[config.mk]
export PLATFORM = sky130hd
export DESIGN_NAME = feeder_flywheel_shot_controller_flat
export DESIGN_NICKNAME = d
export VERILOG_FILES = /design/src/sv/fsc_pkg.sv /design/src/sv/fsc_if.sv /design/src/sv/feeder_flywheel_shot_controller.sv /design/src/flat_wrapper.sv
export SDC_FILE = /design/constraint.sdc
export NUM_CORES = 2
export LEC_CHECK = 0
export ABC_AREA = 1
export BUFFER_PORTS_ARGS = -buffer_cell sky130_fd_sc_hd__buf_2
export CAP_MARGIN = 15
export CORE_MARGIN = 2
export CORE_UTILIZATION = 70
export DETAILED_ROUTE_END_ITERATION = 10
export GPL_ROUTABILITY_DRIVEN = 0
export PLACE_DENSITY = 0.88
export SLEW_MARGIN = 20
export SYNTH_ARGS = -nofsm -noshare
export SYNTH_HDL_FRONTEND = slang
export SYNTH_SLANG_ARGS = --single-unit
export TNS_END_PERCENT = 30
[constraint.sdc]
create_clock -name clk -period 14.3 [get_ports clk]
set_clock_uncertainty 0.2 [all_clocks]
set_input_delay 2.86 -clock clk [delete_from_list [all_inputs] [get_ports clk]]
set_output_delay 2.86 -clock clk [all_outputs]
set_load 0.02 [all_outputs]
[src/sv/fsc_pkg.sv]
// ----------------------------------------------------------------------------
// Feeder and flywheel shot controller package
// Shared widths, constants, register indexes and types for the controller.
// ----------------------------------------------------------------------------
package fsc_pkg;

  // Word field widths.
  localparam int EnableW  = 4;
  localparam int ErrorW   = 16;
  localparam int SpeedW   = 16;
  localparam int DriveW   = 17;
  localparam int RefW     = 16;
  localparam int GateW    = 10;
  localparam int WheelW   = 12;
  localparam int RateW    = 15;
  localparam int GainW    = 16;
  localparam int LimitW   = 16;
  localparam int CfgIdxW  = 3;
  localparam int CfgDataW = 16;
  localparam int JamCntW  = 8;

  // Internal PID widths.
  localparam int ErrW     = 18;
  localparam int DerrW    = 19;
  localparam int AccW     = 38;

  // Enable bit positions.
  localparam int EnWheels = 0;
  localparam int EnHeat   = 1;
  localparam int EnForce  = 2;
  localparam int EnCheck  = 3;

  // Behavioural constants.
  localparam logic [JamCntW-1:0]      JamTicks  = 8'd30;
  localparam logic [JamCntW-1:0]      JamHold   = 8'd200;
  localparam logic signed [RefW-1:0]  RefJam    = -16'sd1000;
  localparam logic signed [RefW-1:0]  RefFast   = 16'sd2000;
  localparam logic signed [RefW-1:0]  RefSlow   = 16'sd1000;
  localparam logic signed [SpeedW-1:0] SlowSpeed = 16'sd10;
  localparam logic signed [ErrorW-1:0] AimWindow = 16'sd640;
  localparam logic [GateW-1:0]        GateOpen  = 10'd1000;
  localparam logic [GateW-1:0]        GateShut  = 10'd500;
  localparam logic [WheelW-1:0]       WheelStep = 12'd5;
  localparam logic [WheelW-1:0]       WheelIdle = 12'd1000;
  localparam logic [WheelW-1:0]       WheelRst  = 12'd999;

  // Register reset values.
  localparam logic [RateW-1:0]  FireRateRst    = 15'd3000;
  localparam logic [RateW-1:0]  CheckRateRst   = 15'd600;
  localparam logic [WheelW-1:0] WheelTargetRst = 12'd1300;
  localparam logic [GainW-1:0]  GainPRst       = 16'd3328;
  localparam logic [GainW-1:0]  GainIRst       = 16'd205;
  localparam logic [GainW-1:0]  GainDRst       = 16'd0;
  localparam logic [LimitW-1:0] SumLimitRst    = 16'd10000;
  localparam logic [LimitW-1:0] DriveLimitRst  = 16'd10000;

  // Configuration register indexes.
  typedef enum logic [CfgIdxW-1:0] {
    CFG_FIRE_RATE    = 3'd0,
    CFG_CHECK_RATE   = 3'd1,
    CFG_WHEEL_TARGET = 3'd2,
    CFG_GAIN_P       = 3'd3,
    CFG_GAIN_I       = 3'd4,
    CFG_GAIN_D       = 3'd5,
    CFG_SUM_LIMIT    = 3'd6,
    CFG_DRIVE_LIMIT  = 3'd7
  } cfg_index_t;

  // Result fields that ride along the PID stages unchanged.
  typedef struct packed {
    logic signed [RefW-1:0] feed_reference;
    logic [GateW-1:0]       gate_pulse;
    logic [WheelW-1:0]      left_wheel_pwm;
    logic [WheelW-1:0]      right_wheel_pwm;
    logic                   jammed;
    logic                   firing;
  } tick_info_t;

endpackage

[src/sv/fsc_if.sv]
// ----------------------------------------------------------------------------
// Feeder and flywheel shot controller channels
// Valid/ready interfaces for the tick input, the result and register writes.
// ----------------------------------------------------------------------------

// Input tick word.
interface fsc_in_if;
  logic                                  valid;
  logic                                  ready;
  logic [fsc_pkg::EnableW-1:0]           enable_bits;
  logic                                  aim_auto;
  logic                                  target_captured;
  logic signed [fsc_pkg::ErrorW-1:0]     yaw_error;
  logic signed [fsc_pkg::ErrorW-1:0]     pitch_error;
  logic signed [fsc_pkg::SpeedW-1:0]     feed_speed;

  modport source (output valid, enable_bits, aim_auto, target_captured, yaw_error,
                  pitch_error, feed_speed, input ready);
  modport sink   (input valid, enable_bits, aim_auto, target_captured, yaw_error,
                  pitch_error, feed_speed, output ready);
endinterface

// Result word.
interface fsc_out_if;
  logic                                  valid;
  logic                                  ready;
  logic signed [fsc_pkg::DriveW-1:0]     feed_drive;
  logic signed [fsc_pkg::RefW-1:0]       feed_reference;
  logic [fsc_pkg::GateW-1:0]             gate_pulse;
  logic [fsc_pkg::WheelW-1:0]            left_wheel_pwm;
  logic [fsc_pkg::WheelW-1:0]            right_wheel_pwm;
  logic                                  jammed;
  logic                                  firing;

  modport source (output valid, feed_drive, feed_reference, gate_pulse, left_wheel_pwm,
                  right_wheel_pwm, jammed, firing, input ready);
  modport sink   (input valid, feed_drive, feed_reference, gate_pulse, left_wheel_pwm,
                  right_wheel_pwm, jammed, firing, output ready);
endinterface

// Register write word.
interface fsc_cfg_if;
  logic                                  valid;
  logic                                  ready;
  logic [fsc_pkg::CfgIdxW-1:0]           index;
  logic [fsc_pkg::CfgDataW-1:0]          data;

  modport source (output valid, index, data, input ready);
  modport sink   (input valid, index, data, output ready);
endinterface

[src/sv/feeder_flywheel_shot_controller.sv]
// Throughput: one tick word per cycle while the result channel is not stalled;
// the controller state (jam detector, fire mode, error sum, flywheel ramps) is
// updated as each tick word leaves the first stage. The three gain multipliers
// work in parallel in the third stage.
// Reset (rst_n low, synchronous) empties the pipeline and restores the
// registers and controller state to their reset values.
// ----------------------------------------------------------------------------
// Feeder and flywheel shot controller
// Jam detection, fire mode selection, feeder velocity PID and flywheel ramps.
// ----------------------------------------------------------------------------
module feeder_flywheel_shot_controller (
  input  logic       clk,
  input  logic       rst_n,
  fsc_in_if.sink     in_chan,
  fsc_out_if.source  out_chan,
  fsc_cfg_if.sink    cfg_chan
);

  // --------------------------------------------------------------------------
  // Configuration registers
  // --------------------------------------------------------------------------
  logic [fsc_pkg::RateW-1:0]  fire_rate_r, check_rate_r;
  logic [fsc_pkg::WheelW-1:0] wheel_target_r;
  logic [fsc_pkg::GainW-1:0]  gain_p_r, gain_i_r, gain_d_r;
  logic [fsc_pkg::LimitW-1:0] sum_limit_r, drive_limit_r;

  assign cfg_chan.ready = 1'b1;

  // Register writes, truncated to each register's width.
  always_ff @(posedge clk) begin
    if (!rst_n) begin
      fire_rate_r    <= fsc_pkg::FireRateRst;
      check_rate_r   <= fsc_pkg::CheckRateRst;
      wheel_target_r <= fsc_pkg::WheelTargetRst;
      gain_p_r       <= fsc_pkg::GainPRst;
      gain_i_r       <= fsc_pkg::GainIRst;
      gain_d_r       <= fsc_pkg::GainDRst;
      sum_limit_r    <= fsc_pkg::SumLimitRst;
      drive_limit_r  <= fsc_pkg::DriveLimitRst;
    end else if (cfg_chan.valid) begin
      case (fsc_pkg::cfg_index_t'(cfg_chan.index))
        fsc_pkg::CFG_FIRE_RATE:    fire_rate_r    <= cfg_chan.data[fsc_pkg::RateW-1:0];
        fsc_pkg::CFG_CHECK_RATE:   check_rate_r   <= cfg_chan.data[fsc_pkg::RateW-1:0];
        fsc_pkg::CFG_WHEEL_TARGET: wheel_target_r <= cfg_chan.data[fsc_pkg::WheelW-1:0];
        fsc_pkg::CFG_GAIN_P:       gain_p_r       <= cfg_chan.data;
        fsc_pkg::CFG_GAIN_I:       gain_i_r       <= cfg_chan.data;
        fsc_pkg::CFG_GAIN_D:       gain_d_r       <= cfg_chan.data;
        fsc_pkg::CFG_SUM_LIMIT:    sum_limit_r    <= cfg_chan.data;
        fsc_pkg::CFG_DRIVE_LIMIT:  drive_limit_r  <= cfg_chan.data;
        default: ;
      endcase
    end
  end

  // --------------------------------------------------------------------------
  // Pipeline flow control
  // --------------------------------------------------------------------------
  logic s1_valid_r, s2_valid_r, s3_valid_r, s4_valid_r;
  logic s1_ready, s2_ready, s3_ready, s4_ready;
  logic s1_move, s2_move, s3_move;

  // Each stage may load when it is empty or its contents move on.
  assign s4_ready = !s4_valid_r || out_chan.ready;
  assign s3_ready = !s3_valid_r || s4_ready;
  assign s2_ready = !s2_valid_r || s3_ready;
  assign s1_ready = !s1_valid_r || s2_ready;
  assign in_chan.ready = s1_ready;

  assign s1_move = s1_valid_r && s2_ready;
  assign s2_move = s2_valid_r && s3_ready;
  assign s3_move = s3_valid_r && s4_ready;

  always_ff @(posedge clk) begin
    if (!rst_n) begin
      s1_valid_r <= 1'b0;
      s2_valid_r <= 1'b0;
      s3_valid_r <= 1'b0;
      s4_valid_r <= 1'b0;
    end else begin
      if (s1_ready) s1_valid_r <= in_chan.valid;
      if (s2_ready) s2_valid_r <= s1_valid_r;
      if (s3_ready) s3_valid_r <= s2_valid_r;
      if (s4_ready) s4_valid_r <= s3_valid_r;
    end
  end

  // --------------------------------------------------------------------------
  // Stage 1: input register
  // --------------------------------------------------------------------------
  logic [fsc_pkg::EnableW-1:0]       en_r;
  logic                              aim_r, cap_r;
  logic signed [fsc_pkg::ErrorW-1:0] yaw_r, pitch_r;
  logic signed [fsc_pkg::SpeedW-1:0] speed_r;

  always_ff @(posedge clk) begin
    if (s1_ready && in_chan.valid) begin
      en_r    <= in_chan.enable_bits;
      aim_r   <= in_chan.aim_auto;
      cap_r   <= in_chan.target_captured;
      yaw_r   <= in_chan.yaw_error;
      pitch_r <= in_chan.pitch_error;
      speed_r <= in_chan.feed_speed;
    end
  end

  // --------------------------------------------------------------------------
  // Controller state
  // --------------------------------------------------------------------------
  logic [fsc_pkg::WheelW-1:0]        left_r, right_r, left_nxt, right_nxt;
  logic [fsc_pkg::JamCntW-1:0]       jam_cnt_r, jam_cnt_nxt;
  logic                              jam_r, jam_nxt;
  logic                              mode_prev_r, series;
  logic signed [fsc_pkg::RefW-1:0]   ref_prev_r, ref_nxt;
  logic [fsc_pkg::GateW-1:0]         gate_r, gate_nxt;
  logic signed [fsc_pkg::ErrW-1:0]   sum_r, sum_nxt, err_prev_r, err;
  logic signed [fsc_pkg::DerrW-1:0]  derr;

  // Jam detector, using the previous tick's fire mode and reference.
  logic [fsc_pkg::JamCntW-1:0] cnt_inc;
  logic                        slow_feed;

  always_comb begin
    cnt_inc     = jam_cnt_r + 8'd1;
    jam_cnt_nxt = jam_cnt_r;
    jam_nxt     = jam_r;
    slow_feed   = mode_prev_r && (ref_prev_r == fsc_pkg::RefFast ||
                  ref_prev_r == fsc_pkg::RefSlow) && speed_r <= fsc_pkg::SlowSpeed;
    if (slow_feed) begin
      if (cnt_inc >= fsc_pkg::JamTicks) begin
        jam_nxt     = 1'b1;
        jam_cnt_nxt = fsc_pkg::JamHold;
      end else begin
        jam_nxt     = 1'b0;
        jam_cnt_nxt = cnt_inc;
      end
    end else if (ref_prev_r != fsc_pkg::RefJam) begin
      jam_cnt_nxt = '0;
      jam_nxt     = 1'b0;
    end
    // Reversal countdown while the feeder is turning backwards.
    if (ref_prev_r < 0 && speed_r <= 0 && jam_nxt) begin
      jam_cnt_nxt = jam_cnt_nxt - 8'd1;
      if (jam_cnt_nxt == '0) jam_nxt = 1'b0;
    end
  end

  // Fire mode, feeder reference and gate.
  always_comb begin
    series = (aim_r && right_r == wheel_target_r && cap_r &&
              yaw_r > -fsc_pkg::AimWindow && yaw_r < fsc_pkg::AimWindow &&
              pitch_r > -fsc_pkg::AimWindow && pitch_r < fsc_pkg::AimWindow) ||
             en_r[fsc_pkg::EnForce];
    gate_nxt = gate_r;
    ref_nxt  = '0;
    if (!series) begin
      gate_nxt = fsc_pkg::GateShut;
    end else if (en_r[fsc_pkg::EnHeat]) begin
      gate_nxt = fsc_pkg::GateOpen;
      ref_nxt  = en_r[fsc_pkg::EnCheck] ? $signed({1'b0, check_rate_r})
                                        : $signed({1'b0, fire_rate_r});
    end
    if (jam_nxt) ref_nxt = fsc_pkg::RefJam;
  end

  // Error, clamped error sum and error difference.
  logic signed [fsc_pkg::ErrW:0] sum_raw, sum_hi, slim;

  always_comb begin
    err     = fsc_pkg::ErrW'(ref_nxt) - fsc_pkg::ErrW'(speed_r);
    slim    = $signed({3'b000, sum_limit_r});
    sum_raw = fsc_pkg::DerrW'(sum_r) + fsc_pkg::DerrW'(err);
    sum_hi  = (sum_raw >= slim) ? slim : sum_raw;
    if (sum_hi <= -slim) sum_hi = -slim;
    sum_nxt = sum_hi[fsc_pkg::ErrW-1:0];
    derr    = fsc_pkg::DerrW'(err) - fsc_pkg::DerrW'(err_prev_r);
  end

  // Flywheel ramps: the right wheel follows once the left wheel is at target.
  logic [fsc_pkg::WheelW:0] tgt_ext, left_sum, right_sum;

  always_comb begin
    tgt_ext   = {1'b0, wheel_target_r};
    left_sum  = {1'b0, left_r} + {1'b0, fsc_pkg::WheelStep};
    right_sum = {1'b0, right_r} + {1'b0, fsc_pkg::WheelStep};
    left_nxt  = fsc_pkg::WheelIdle;
    right_nxt = fsc_pkg::WheelIdle;
    if (en_r[fsc_pkg::EnWheels] || en_r[fsc_pkg::EnForce]) begin
      left_nxt  = (left_sum >= tgt_ext) ? wheel_target_r : left_sum[fsc_pkg::WheelW-1:0];
      right_nxt = right_r;
      if (left_nxt == wheel_target_r) begin
        right_nxt = (right_sum >= tgt_ext) ? wheel_target_r
                                           : right_sum[fsc_pkg::WheelW-1:0];
      end
    end
  end

  // State registers advance once per tick word, as it leaves stage 1.
  always_ff @(posedge clk) begin
    if (!rst_n) begin
      left_r      <= fsc_pkg::WheelRst;
      right_r     <= fsc_pkg::WheelRst;
      jam_cnt_r   <= '0;
      jam_r       <= 1'b0;
      mode_prev_r <= 1'b0;
      ref_prev_r  <= '0;
      gate_r      <= '0;
      sum_r       <= '0;
      err_prev_r  <= '0;
    end else if (s1_move) begin
      left_r      <= left_nxt;
      right_r     <= right_nxt;
      jam_cnt_r   <= jam_cnt_nxt;
      jam_r       <= jam_nxt;
      mode_prev_r <= series;
      ref_prev_r  <= ref_nxt;
      gate_r      <= gate_nxt;
      sum_r       <= sum_nxt;
      err_prev_r  <= err;
    end
  end

  // --------------------------------------------------------------------------
  // Stage 2: PID operands
  // --------------------------------------------------------------------------
  fsc_pkg::tick_info_t              s2_info_r;
  logic signed [fsc_pkg::ErrW-1:0]  s2_err_r, s2_sum_r;
  logic signed [fsc_pkg::DerrW-1:0] s2_derr_r;

  always_ff @(posedge clk) begin
    if (s1_move) begin
      s2_info_r.feed_reference  <= ref_nxt;
      s2_info_r.gate_pulse      <= gate_nxt;
      s2_info_r.left_wheel_pwm  <= left_nxt;
      s2_info_r.right_wheel_pwm <= right_nxt;
      s2_info_r.jammed          <= jam_nxt;
      s2_info_r.firing          <= series;
      s2_err_r                  <= err;
      s2_sum_r                  <= sum_nxt;
      s2_derr_r                 <= derr;
    end
  end

  // --------------------------------------------------------------------------
  // Stage 3: gain products
  // --------------------------------------------------------------------------
  localparam int ProdW  = fsc_pkg::GainW + 1 + fsc_pkg::ErrW;
  localparam int ProdDW = fsc_pkg::GainW + 1 + fsc_pkg::DerrW;

  fsc_pkg::tick_info_t         s3_info_r;
  logic signed [ProdW-1:0]     p_term_r, i_term_r;
  logic signed [ProdDW-1:0]    d_term_r;

  always_ff @(posedge clk) begin
    if (s2_move) begin
      s3_info_r <= s2_info_r;
      p_term_r  <= $signed({1'b0, gain_p_r}) * s2_err_r;
      i_term_r  <= $signed({1'b0, gain_i_r}) * s2_sum_r;
      d_term_r  <= $signed({1'b0, gain_d_r}) * s2_derr_r;
    end
  end

  // --------------------------------------------------------------------------
  // Stage 4: sum, floor shift by 8 and drive clamp into the result register
  // --------------------------------------------------------------------------
  localparam int ShW = fsc_pkg::AccW - 8;

  logic signed [fsc_pkg::AccW-1:0] acc;
  logic signed [ShW-1:0]           drv_sh, dlim, drv_clip;

  always_comb begin
    acc    = fsc_pkg::AccW'(p_term_r) + fsc_pkg::AccW'(i_term_r) + fsc_pkg::AccW'(d_term_r);
    drv_sh = acc[fsc_pkg::AccW-1:8];
    dlim   = $signed({{(ShW - fsc_pkg::LimitW){1'b0}}, drive_limit_r});
    drv_clip = drv_sh;
    if (drv_sh > dlim)  drv_clip = dlim;
    if (drv_sh < -dlim) drv_clip = -dlim;
  end

  fsc_pkg::tick_info_t               s4_info_r;
  logic signed [fsc_pkg::DriveW-1:0] s4_drive_r;

  always_ff @(posedge clk) begin
    if (s3_move) begin
      s4_info_r  <= s3_info_r;
      s4_drive_r <= drv_clip[fsc_pkg::DriveW-1:0];
    end
  end

  // Result word.
  assign out_chan.valid           = s4_valid_r;
  assign out_chan.feed_drive      = s4_drive_r;
  assign out_chan.feed_reference  = s4_info_r.feed_reference;
  assign out_chan.gate_pulse      = s4_info_r.gate_pulse;
  assign out_chan.left_wheel_pwm  = s4_info_r.left_wheel_pwm;
  assign out_chan.right_wheel_pwm = s4_info_r.right_wheel_pwm;
  assign out_chan.jammed          = s4_info_r.jammed;
  assign out_chan.firing          = s4_info_r.firing;

endmodule
[src/flat_wrapper.sv]
// flat-port wrapper written by rule: the top's interface ports become plain ports
module feeder_flywheel_shot_controller_flat 
  (clk, rst_n, in_chan_valid, in_chan_enable_bits, in_chan_aim_auto, in_chan_target_captured, in_chan_yaw_error, in_chan_pitch_error, in_chan_feed_speed, in_chan_ready, out_chan_valid, out_chan_feed_drive, out_chan_feed_reference, out_chan_gate_pulse, out_chan_left_wheel_pwm, out_chan_right_wheel_pwm, out_chan_jammed, out_chan_firing, out_chan_ready, cfg_chan_valid, cfg_chan_index, cfg_chan_data, cfg_chan_ready);
  fsc_in_if in_chan_i ();
  fsc_out_if out_chan_i ();
  fsc_cfg_if cfg_chan_i ();
  input  logic clk;
  input  logic rst_n;
  input wire logic [$bits(in_chan_i.valid)-1:0] in_chan_valid;
  input wire logic [$bits(in_chan_i.enable_bits)-1:0] in_chan_enable_bits;
  input wire logic [$bits(in_chan_i.aim_auto)-1:0] in_chan_aim_auto;
  input wire logic [$bits(in_chan_i.target_captured)-1:0] in_chan_target_captured;
  input wire logic [$bits(in_chan_i.yaw_error)-1:0] in_chan_yaw_error;
  input wire logic [$bits(in_chan_i.pitch_error)-1:0] in_chan_pitch_error;
  input wire logic [$bits(in_chan_i.feed_speed)-1:0] in_chan_feed_speed;
  output wire logic [$bits(in_chan_i.ready)-1:0] in_chan_ready;
  output wire logic [$bits(out_chan_i.valid)-1:0] out_chan_valid;
  output wire logic [$bits(out_chan_i.feed_drive)-1:0] out_chan_feed_drive;
  output wire logic [$bits(out_chan_i.feed_reference)-1:0] out_chan_feed_reference;
  output wire logic [$bits(out_chan_i.gate_pulse)-1:0] out_chan_gate_pulse;
  output wire logic [$bits(out_chan_i.left_wheel_pwm)-1:0] out_chan_left_wheel_pwm;
  output wire logic [$bits(out_chan_i.right_wheel_pwm)-1:0] out_chan_right_wheel_pwm;
  output wire logic [$bits(out_chan_i.jammed)-1:0] out_chan_jammed;
  output wire logic [$bits(out_chan_i.firing)-1:0] out_chan_firing;
  input wire logic [$bits(out_chan_i.ready)-1:0] out_chan_ready;
  input wire logic [$bits(cfg_chan_i.valid)-1:0] cfg_chan_valid;
  input wire logic [$bits(cfg_chan_i.index)-1:0] cfg_chan_index;
  input wire logic [$bits(cfg_chan_i.data)-1:0] cfg_chan_data;
  output wire logic [$bits(cfg_chan_i.ready)-1:0] cfg_chan_ready;
  assign in_chan_i.valid = in_chan_valid;
  assign in_chan_i.enable_bits = in_chan_enable_bits;
  assign in_chan_i.aim_auto = in_chan_aim_auto;
  assign in_chan_i.target_captured = in_chan_target_captured;
  assign in_chan_i.yaw_error = in_chan_yaw_error;
  assign in_chan_i.pitch_error = in_chan_pitch_error;
  assign in_chan_i.feed_speed = in_chan_feed_speed;
  assign in_chan_ready = in_chan_i.ready;
  assign out_chan_valid = out_chan_i.valid;
  assign out_chan_feed_drive = out_chan_i.feed_drive;
  assign out_chan_feed_reference = out_chan_i.feed_reference;
  assign out_chan_gate_pulse = out_chan_i.gate_pulse;
  assign out_chan_left_wheel_pwm = out_chan_i.left_wheel_pwm;
  assign out_chan_right_wheel_pwm = out_chan_i.right_wheel_pwm;
  assign out_chan_jammed = out_chan_i.jammed;
  assign out_chan_firing = out_chan_i.firing;
  assign out_chan_i.ready = out_chan_ready;
  assign cfg_chan_i.valid = cfg_chan_valid;
  assign cfg_chan_i.index = cfg_chan_index;
  assign cfg_chan_i.data = cfg_chan_data;
  assign cfg_chan_ready = cfg_chan_i.ready;
  feeder_flywheel_shot_controller u_core (.clk(clk), .rst_n(rst_n), .in_chan(in_chan_i), .out_chan(out_chan_i), .cfg_chan(cfg_chan_i));
endmodule
; ---- Word-level counts from Yosys, hierarchy flattened
; Index checks and enable logic that the tools add are counted.
[op_classes]
n_eq_ne = 12
muxes = 24
add_sub_neg = 11
n_lt_le_gt_ge = 14
n_reduce_logical = 35
mul = 3
[ops]
columns = operator, n
row1 = 12-bit two-way mux, 5
row2 = 16-bit two-way mux, 3
row3 = 36-bit by 36-bit adder with 37-bit output, 1
row4 = 35-bit by 35-bit adder with 36-bit output, 1
row5 = 17-bit by 19-bit multiplier with 36-bit output, 1
row6 = 17-bit by 18-bit multiplier with 35-bit output, 1
row7 = 17-bit by 17-bit multiplier with 34-bit output, 1
row8 = 17-bit two-way mux, 2
row9 = "16-bit by 11-bit greater-than comparator with 1-bit output, second input constant", 2
row10 = "16-bit by 11-bit less-than comparator with 1-bit output, second input constant", 2
row11 = 8-bit two-way mux, 4
row12 = 29-bit by 30-bit less-than comparator with 1-bit output, 1
row13 = 16-bit negation with 30-bit output, 1
row14 = 29-bit by 17-bit greater-than comparator with 1-bit output, 1
row15 = "12-bit by 3-bit adder with 13-bit output, second input constant", 2
row16 = 13-bit by 12-bit >= comparator with 1-bit output, 2
row17 = 12-bit == test, 2
row18 = 10-bit two-way mux, 2
row19 = 18-bit by 17-bit adder with 19-bit output, 1
row20 = 19-bit by 17-bit >= comparator with 1-bit output, 1
row21 = 19-bit <= comparator, 1
row22 = 19-bit two-way mux, 1
row23 = 16-bit negation with 19-bit output, 1
row24 = 18-bit two-way mux, 1
row25 = 22 further kinds, 59
[totals]
inputBits = 78
regBits = 608

; ---- Depth between registers and ports, before layout
[depth]
word_depth = 16
ltp_mapped = 70
ltp_nobuf = 67

; ---- Worst setup path after synthesis
; OpenSTA, ideal clock, no wires.
[synth_path]
kind = reg2reg
startpoint = register u_core.jam_cnt_r[0] (netlist bit)
endpoint = register u_core.s2_sum_r[17] (netlist bit), data pin
arrival_time_ns = 8.097
slack_ns = 5.744
path_stages_with_launch = 64
setup_ns = 0.259
path_buffers = 3
cell_sequence = dfxtp_1 -> ha_1 -> inv_1 -> o21ai_1 -> nand2_1 -> inv_2 -> nand2_2 -> nand2_4 -> nor2_2 -> nand2_1 -> o21ai_0 -> inv_2 -> ha_1 -> inv_1 -> nand2_1 -> nand4_1 -> nor2_2 -> nand2_1 -> (+28 left out) -> nand2_1 -> buf_2 -> nand2_1 -> o21ai_1 -> ha_1 -> nand2_1 -> a21oi_1 -> a211o_1 -> nand2_1 -> nand2_1 -> nand2_1 -> nand3_1 -> xor2_1 -> nor2_1 -> inv_1 -> clkbuf_1 -> o21ai_0 -> inv_1
[synth_between]
elab_chain_len = 15
word_cells_on_any_way = 19
classes_between = add/sub (4) / order compare (3) / mux (10) / reduce/logical (2)
[synth_rtl]
columns = element, line
row1 = start: declaration, feeder_flywheel_shot_controller.sv:110  ; logic [fsc_pkg::JamCntW-1:0] jam_cnt_r, jam_cnt_nxt;
row2 = start signal: assignment, feeder_flywheel_shot_controller.sv:212  ; jam_cnt_r <= jam_cnt_nxt;
row3 = 8-bit by 1-bit adder with 8-bit output, feeder_flywheel_shot_controller.sv:123  ; cnt_inc = jam_cnt_r + 8'd1;
row4 = 8-bit by 5-bit >= comparator with 1-bit output, feeder_flywheel_shot_controller.sv:129  ; if (cnt_inc >= fsc_pkg::JamTicks) begin
row5 = 8-bit two-way mux, feeder_flywheel_shot_controller.sv:129
row6 = 8-bit two-way mux, feeder_flywheel_shot_controller.sv:128  ; if (slow_feed) begin
row7 = 8-bit by 1-bit subtractor with 8-bit output, feeder_flywheel_shot_controller.sv:142  ; jam_cnt_nxt = jam_cnt_nxt - 8'd1;
row8 = 8-bit logical NOT, feeder_flywheel_shot_controller.sv:143  ; if (jam_cnt_nxt == '0) jam_nxt = 1'b0;
row9 = 1-bit two-way mux, feeder_flywheel_shot_controller.sv:143
row10 = 1-bit two-way mux (*), feeder_flywheel_shot_controller.sv:141  ; if (ref_prev_r < 0 && speed_r <= 0 && jam_nxt) begin
row11 = (+1 left out), -
row12 = named net u_core.ref_nxt (one bit), feeder_flywheel_shot_controller.sv:113  ; logic signed [fsc_pkg::RefW-1:0] ref_prev_r, ref_nxt;
row13 = 16-bit by 16-bit subtractor with 17-bit output (*), feeder_flywheel_shot_controller.sv:169  ; err = fsc_pkg::ErrW'(ref_nxt) - fsc_pkg::ErrW'(speed_r);
row14 = named net u_core.err (one bit), feeder_flywheel_shot_controller.sv:115  ; logic signed [fsc_pkg::ErrW-1:0] sum_r, sum_nxt, err_prev_r, err;
row15 = 18-bit by 17-bit adder with 19-bit output (*), feeder_flywheel_shot_controller.sv:171  ; sum_raw = fsc_pkg::DerrW'(sum_r) + fsc_pkg::DerrW'(err);
row16 = 19-bit by 17-bit >= comparator with 1-bit output, feeder_flywheel_shot_controller.sv:172  ; sum_hi = (sum_raw >= slim) ? slim : sum_raw;
row17 = 19-bit two-way mux (*), feeder_flywheel_shot_controller.sv:172
row18 = 19-bit <= comparator, feeder_flywheel_shot_controller.sv:173  ; if (sum_hi <= -slim) sum_hi = -slim;
row19 = 18-bit two-way mux (*), feeder_flywheel_shot_controller.sv:173
row20 = named net u_core.sum_hi (one bit), feeder_flywheel_shot_controller.sv:166  ; logic signed [fsc_pkg::ErrW:0] sum_raw, sum_hi, slim;
row21 = end signal: assignment, feeder_flywheel_shot_controller.sv:238  ; s2_sum_r <= sum_nxt;
row22 = end: declaration, feeder_flywheel_shot_controller.sv:226  ; logic signed [fsc_pkg::ErrW-1:0] s2_err_r, s2_sum_r;
; Mark *: on every way through the listed nets, which the timed path passes. The rest lies on a longest branch.
; A chain may end at the register's enable or synchronous reset.

; ---- Worst setup path in the final report
[layout_path]
startpoint = register u_core.jam_cnt_r[0] (netlist bit)
endpoint = register u_core.s2_sum_r[16] (netlist bit), data pin
; The elaborated chain is that of the path after synthesis.

==> impl_metrics.csv <==
group,metric,value,unit
yosys,synthXorXnorAreaFrac,0.0277,
setup_path,r2r-end,"u_core.s2_sum_r[16]",
cts,clk_path_buf_depth,3,
yosys,synthesis.nets,8970,
setup_path,reg2reg_from,"u_core.jam_cnt_r[0]",
place,portBuffers,148,
timing,relSlewSlack,0.250,
setup_path,r2r_cells,60,
setup_path,path_common_cell,"nand2_1",
timing,grt_setup_unrepaired,"no",
setup_path,path_depth,60,
setup_path,criticalPathCategory,"reg2reg",
cts,clk_latency,710,ps
job,drv_cap,0,
layout,fill_cells,5669,
grt,grt_pass1_vias,55200,
grt,antenna_found_initial,12,
yosys,yosysWarningCount,0,
cts,cts_root_buf,"clkbuf_16",
timing,slew_violations,0,
cts,cts_resized,0,
grt,track_usage,0.396,
power_and_ir_drop,pwr-share-seq,0.185,
grt,grt-ovfl-total,0,
yosys,yosysUniqueCellTypes,64,
yosys,synth_flop_cell,"edfxtp_1",
setup_path,endpoint,"u_core.s2_sum_r[16]",
setup_path,critPathCaptureType,"flip-flop",
power_and_ir_drop,internal_power,0.00690,W
setup_path,crit_path_max_incr_delay,750,ps
floorplanning,fp.dieW,306,um
timing,setup_violations,0,
setup_path,r2r_slack,3410,ps
timing,fin_crit,10890,ps
power_and_ir_drop,p_leak,34.4,nW
timing,hold_viol_final,0,
drt,remaining_drc_errors,0,
cts,cts_tree,"yes",
drt,wl,182,mm
worst_hold_path,hold_path.class,"reg2reg",
setup_path,cp_slowest_cell,"nand2_1",
outcome,status,"finished clean",
layout,drive_gt1_frac,0.0536,
power_and_ir_drop,power_frac_comb,0.696,
yosys,synthAdderAreaFrac,0.361,
yosys,async_flop_share,0,
yosys,syn_area_per_cell,8.45,um2
setup_path,crit_start,"u_core.jam_cnt_r[0]",
cts,hold_buffers,0,
power_and_ir_drop,switching_share,0.524,
setup_path,cp.arrival,11110,ps
timing,tns,0,ps
floorplanning,num_rows,110,
setup_path,crit_fanout,33,
timing,final.period_utilization,0.762,
yosys,ys_ff_latch,602,
yosys,synth_top_family_by_area,"adder cells",
yosys,synthMuxAreaShare,0.00125,
setup_path,path_delay_family,"simple AND/OR/NAND/NOR gates",
power_and_ir_drop,ir_drop,0.000392,V
yosys,syn_area,63800,um2
setup_path,path_buf_inv,8,
drt,wl_per_cell,20.8,um
floorplanning,die_area,93600,um2
setup_path,cp_data_required_time,14520,ps
drt,via_per_inst,6.05,
floorplanning,start_util,0.708,
power_and_ir_drop,power_density,216,nW/um2
floorplanning,pin_count,150,
yosys,synth-compound-area-share,0.0765,
yosys,ys_seq_area_frac,0.249,
setup_path,crit_path_start_kind,"flip-flop",
grt,grt_pass1_wl,289,mm
cts,numCtsBuffers,61,
cts,cts.sinks,602,
floorplanning,die_h,306,um
power_and_ir_drop,switching_power,0.00759,W
yosys,syn-instance-count,7550,
timing,fmax,0.0918,GHz
yosys,synth-simple-area-share,0.159,
yosys,synth_edf_count,382,
grt,grt_max_degree,105,
drt,drt_first_pass_iters,8,
drt,num_vias,52800,
layout,final_core_util,0.745,
cts,post_cts_buffers,0,
timing,tightestPinTransition,1130,ps
power_and_ir_drop,pwr-share-clk,0.119,
drt,ant_nets,0,
layout,nets,8908,
cts,h-tree-depth,2,
layout,area_growth,5.26,%
place,dpl.hpwl,136,mm
drt,drtIter0Drc,6527,
floorplanning,coreArea,90100,um2
cts,clk_pin_slew,70,ps
==> power by group through the flow <==
| stage | combinational (W) | sequential, W | clock [W] |
|---|---|---|---|
| floorplan | 0.00696 | 0.00250 | 0 |
| global placement | 0.00916 | 0.00269 | 0 |
| detailed placement | 0.00957 | 0.00270 | 0 |
| CTS | 0.00966 | 0.00266 | 0.00171 |
| global route | 0.0111 | 0.00268 | 0.00178 |
| finish | 0.0101 | 0.00268 | 0.00172 |
==> layer usage <==
| metal | GRT usage | share of wire | up-vias |
|---|---|---|---|
| met5 | 0.00517 | 0.00085 | - |
| met4 | 0.262 | 0.079 | 16 |
| met3 | 0.129 | 0.14 | 1035 |
| met2 | 0.618 | 0.45 | 3805 |
| met1 | 0.471 | 0.34 | 25000 |
| li1 | - | - | 23000 |
==> how the worst min path moves through the flow <==
stage | slack, ps | endpoint | cells past startpoint | start
global route | 200 | u_core.out_chan.feed_reference[6] | 0 | u_core.s3_info_r[42]
CTS | 220 | u_core.s3_info_r[4] | 0 | u_core.s2_info_r[4]
global placement | 200 | u_core.out_chan.left_wheel_pwm[10] | 0 | u_core.s3_info_r[24]
detailed placement | 200 | u_core.out_chan.right_wheel_pwm[3] | 0 | u_core.s3_info_r[5]
floorplan | 200 | u_core.out_chan.feed_reference[0] | 0 | u_core.s3_info_r[36]
finish | 200 | u_core.out_chan.feed_reference[6] | 0 | u_core.s3_info_r[42]
==> through the flow <==
step           setup slack, ps  total power [W]  hold slack, ps  cells  area, um2
6_report                  3410           0.0145             204   8733      67200
5_1_grt                   2360           0.0156             204   8717      67100
4_1_cts                   3720           0.0140             216   8716      67100
3_5_place_dp              3840           0.0123             205   8601      65000
3_3_place_gp              4180           0.0118             202   8601      65000
2_1_floorplan             5740          0.00946             200   7550      63800
==> synthesized netlist by cell type, types with 10 or more instances <==
cell | instances | area (um2)
or2_2 | 24 | 150
a21oi_1 | 348 | 1740
o21bai_1 | 28 | 210
nor3_1 | 46 | 230
nor2_1 | 407 | 1530
o21ai_0 | 288 | 1440
nand3_1 | 188 | 941
xor2_1 | 146 | 1280
fa_1 | 837 | 16800
a211oi_1 | 14 | 105
a21o_1 | 21 | 158
o2111ai_1 | 13 | 114
nand2_4 | 10 | 113
buf_1 | 12 | 45.0
nand2_1 | 1598 | 6000
inv_1 | 1769 | 6640
o211ai_1 | 28 | 210
nand3_2 | 20 | 200
a31oi_1 | 26 | 163
nand2_2 | 19 | 119
clkbuf_1 | 258 | 968
nor2_2 | 21 | 131
edfxtp_1 | 382 | 11500
dfxtp_1 | 220 | 4400
ha_1 | 505 | 6320
xnor2_1 | 56 | 490
o21a_1 | 15 | 113
o21ai_1 | 30 | 150
nand4_1 | 71 | 444
a21boi_0 | 14 | 105
nor4_1 | 18 | 113
==> cell families after synthesis <==
family / count (synthesis)
DFF: 602
adders and majority gates: 1342
AOI/OAI and AO/OA: 870
muxes: 8
other: 1
buffers and inverters: 2080
and+or+nand+nor: 2445
xor gates and xnor gates: 202
==> layout by cell type (no fill, tap or decap), types with 10 or more instances in the layout <==
cell type  instances
o21ai_0          288
o2111ai_1         13
xnor2_1           55
nand2_1         1597
o21bai_1          28
nor4_1            18
nor2_2            22
ha_1             505
edfxtp_1         382
buf_2            147
dfxtp_1          220
nand2_2           20
o211ai_1          28
clkbuf_1          14
nand2_4           10
o21a_1            15
o21ai_1           30
a21oi_1          348
inv_1           1766
fa_1             837
a21boi_0          14
a21o_1            21
xor2_1           145
diode_2           17
a211oi_1          14
nand3_1          188
a31oi_1           26
nor3_1            46
nand3_2           20
or2_2             24
nor2_1           404
buf_4             28
clkbuf_16         63
nand4_1           71
==> layout make-up <==
type / count / area, um2 / share of cell area
Inverter: 1780 / 6690 / 0.0996
Antenna cell: 17 / 42.5 / 0.000633
Multi-Input combinational cell: 4868 / 40000 / 0.595
Tap cell: 1176 / 1470 / 0.0219
Sequential cell: 602 / 15900 / 0.236
Clock buffer: 85 / 1740 / 0.0259
Timing Repair Buffer: 175 / 946 / 0.0141
Clock inverter: 30 / 413 / 0.00615
==> sequential cells by signal (all words and copies together) (netlist names), 17 cells and up <==
register	cells
u_core.err_prev_r	17
u_core.s2_sum_r	18
u_core.sum_r	18
u_core.s2_derr_r	18
u_core.i_term_r	35
u_core.s2_info_r	51
u_core.p_term_r	34
u_core.s3_info_r	51
u_core.d_term_r	36
u_core.out_chan.feed_drive	17
u_core.s2_err_r	17
Note: power is estimated with default switching activity, not from simulation.
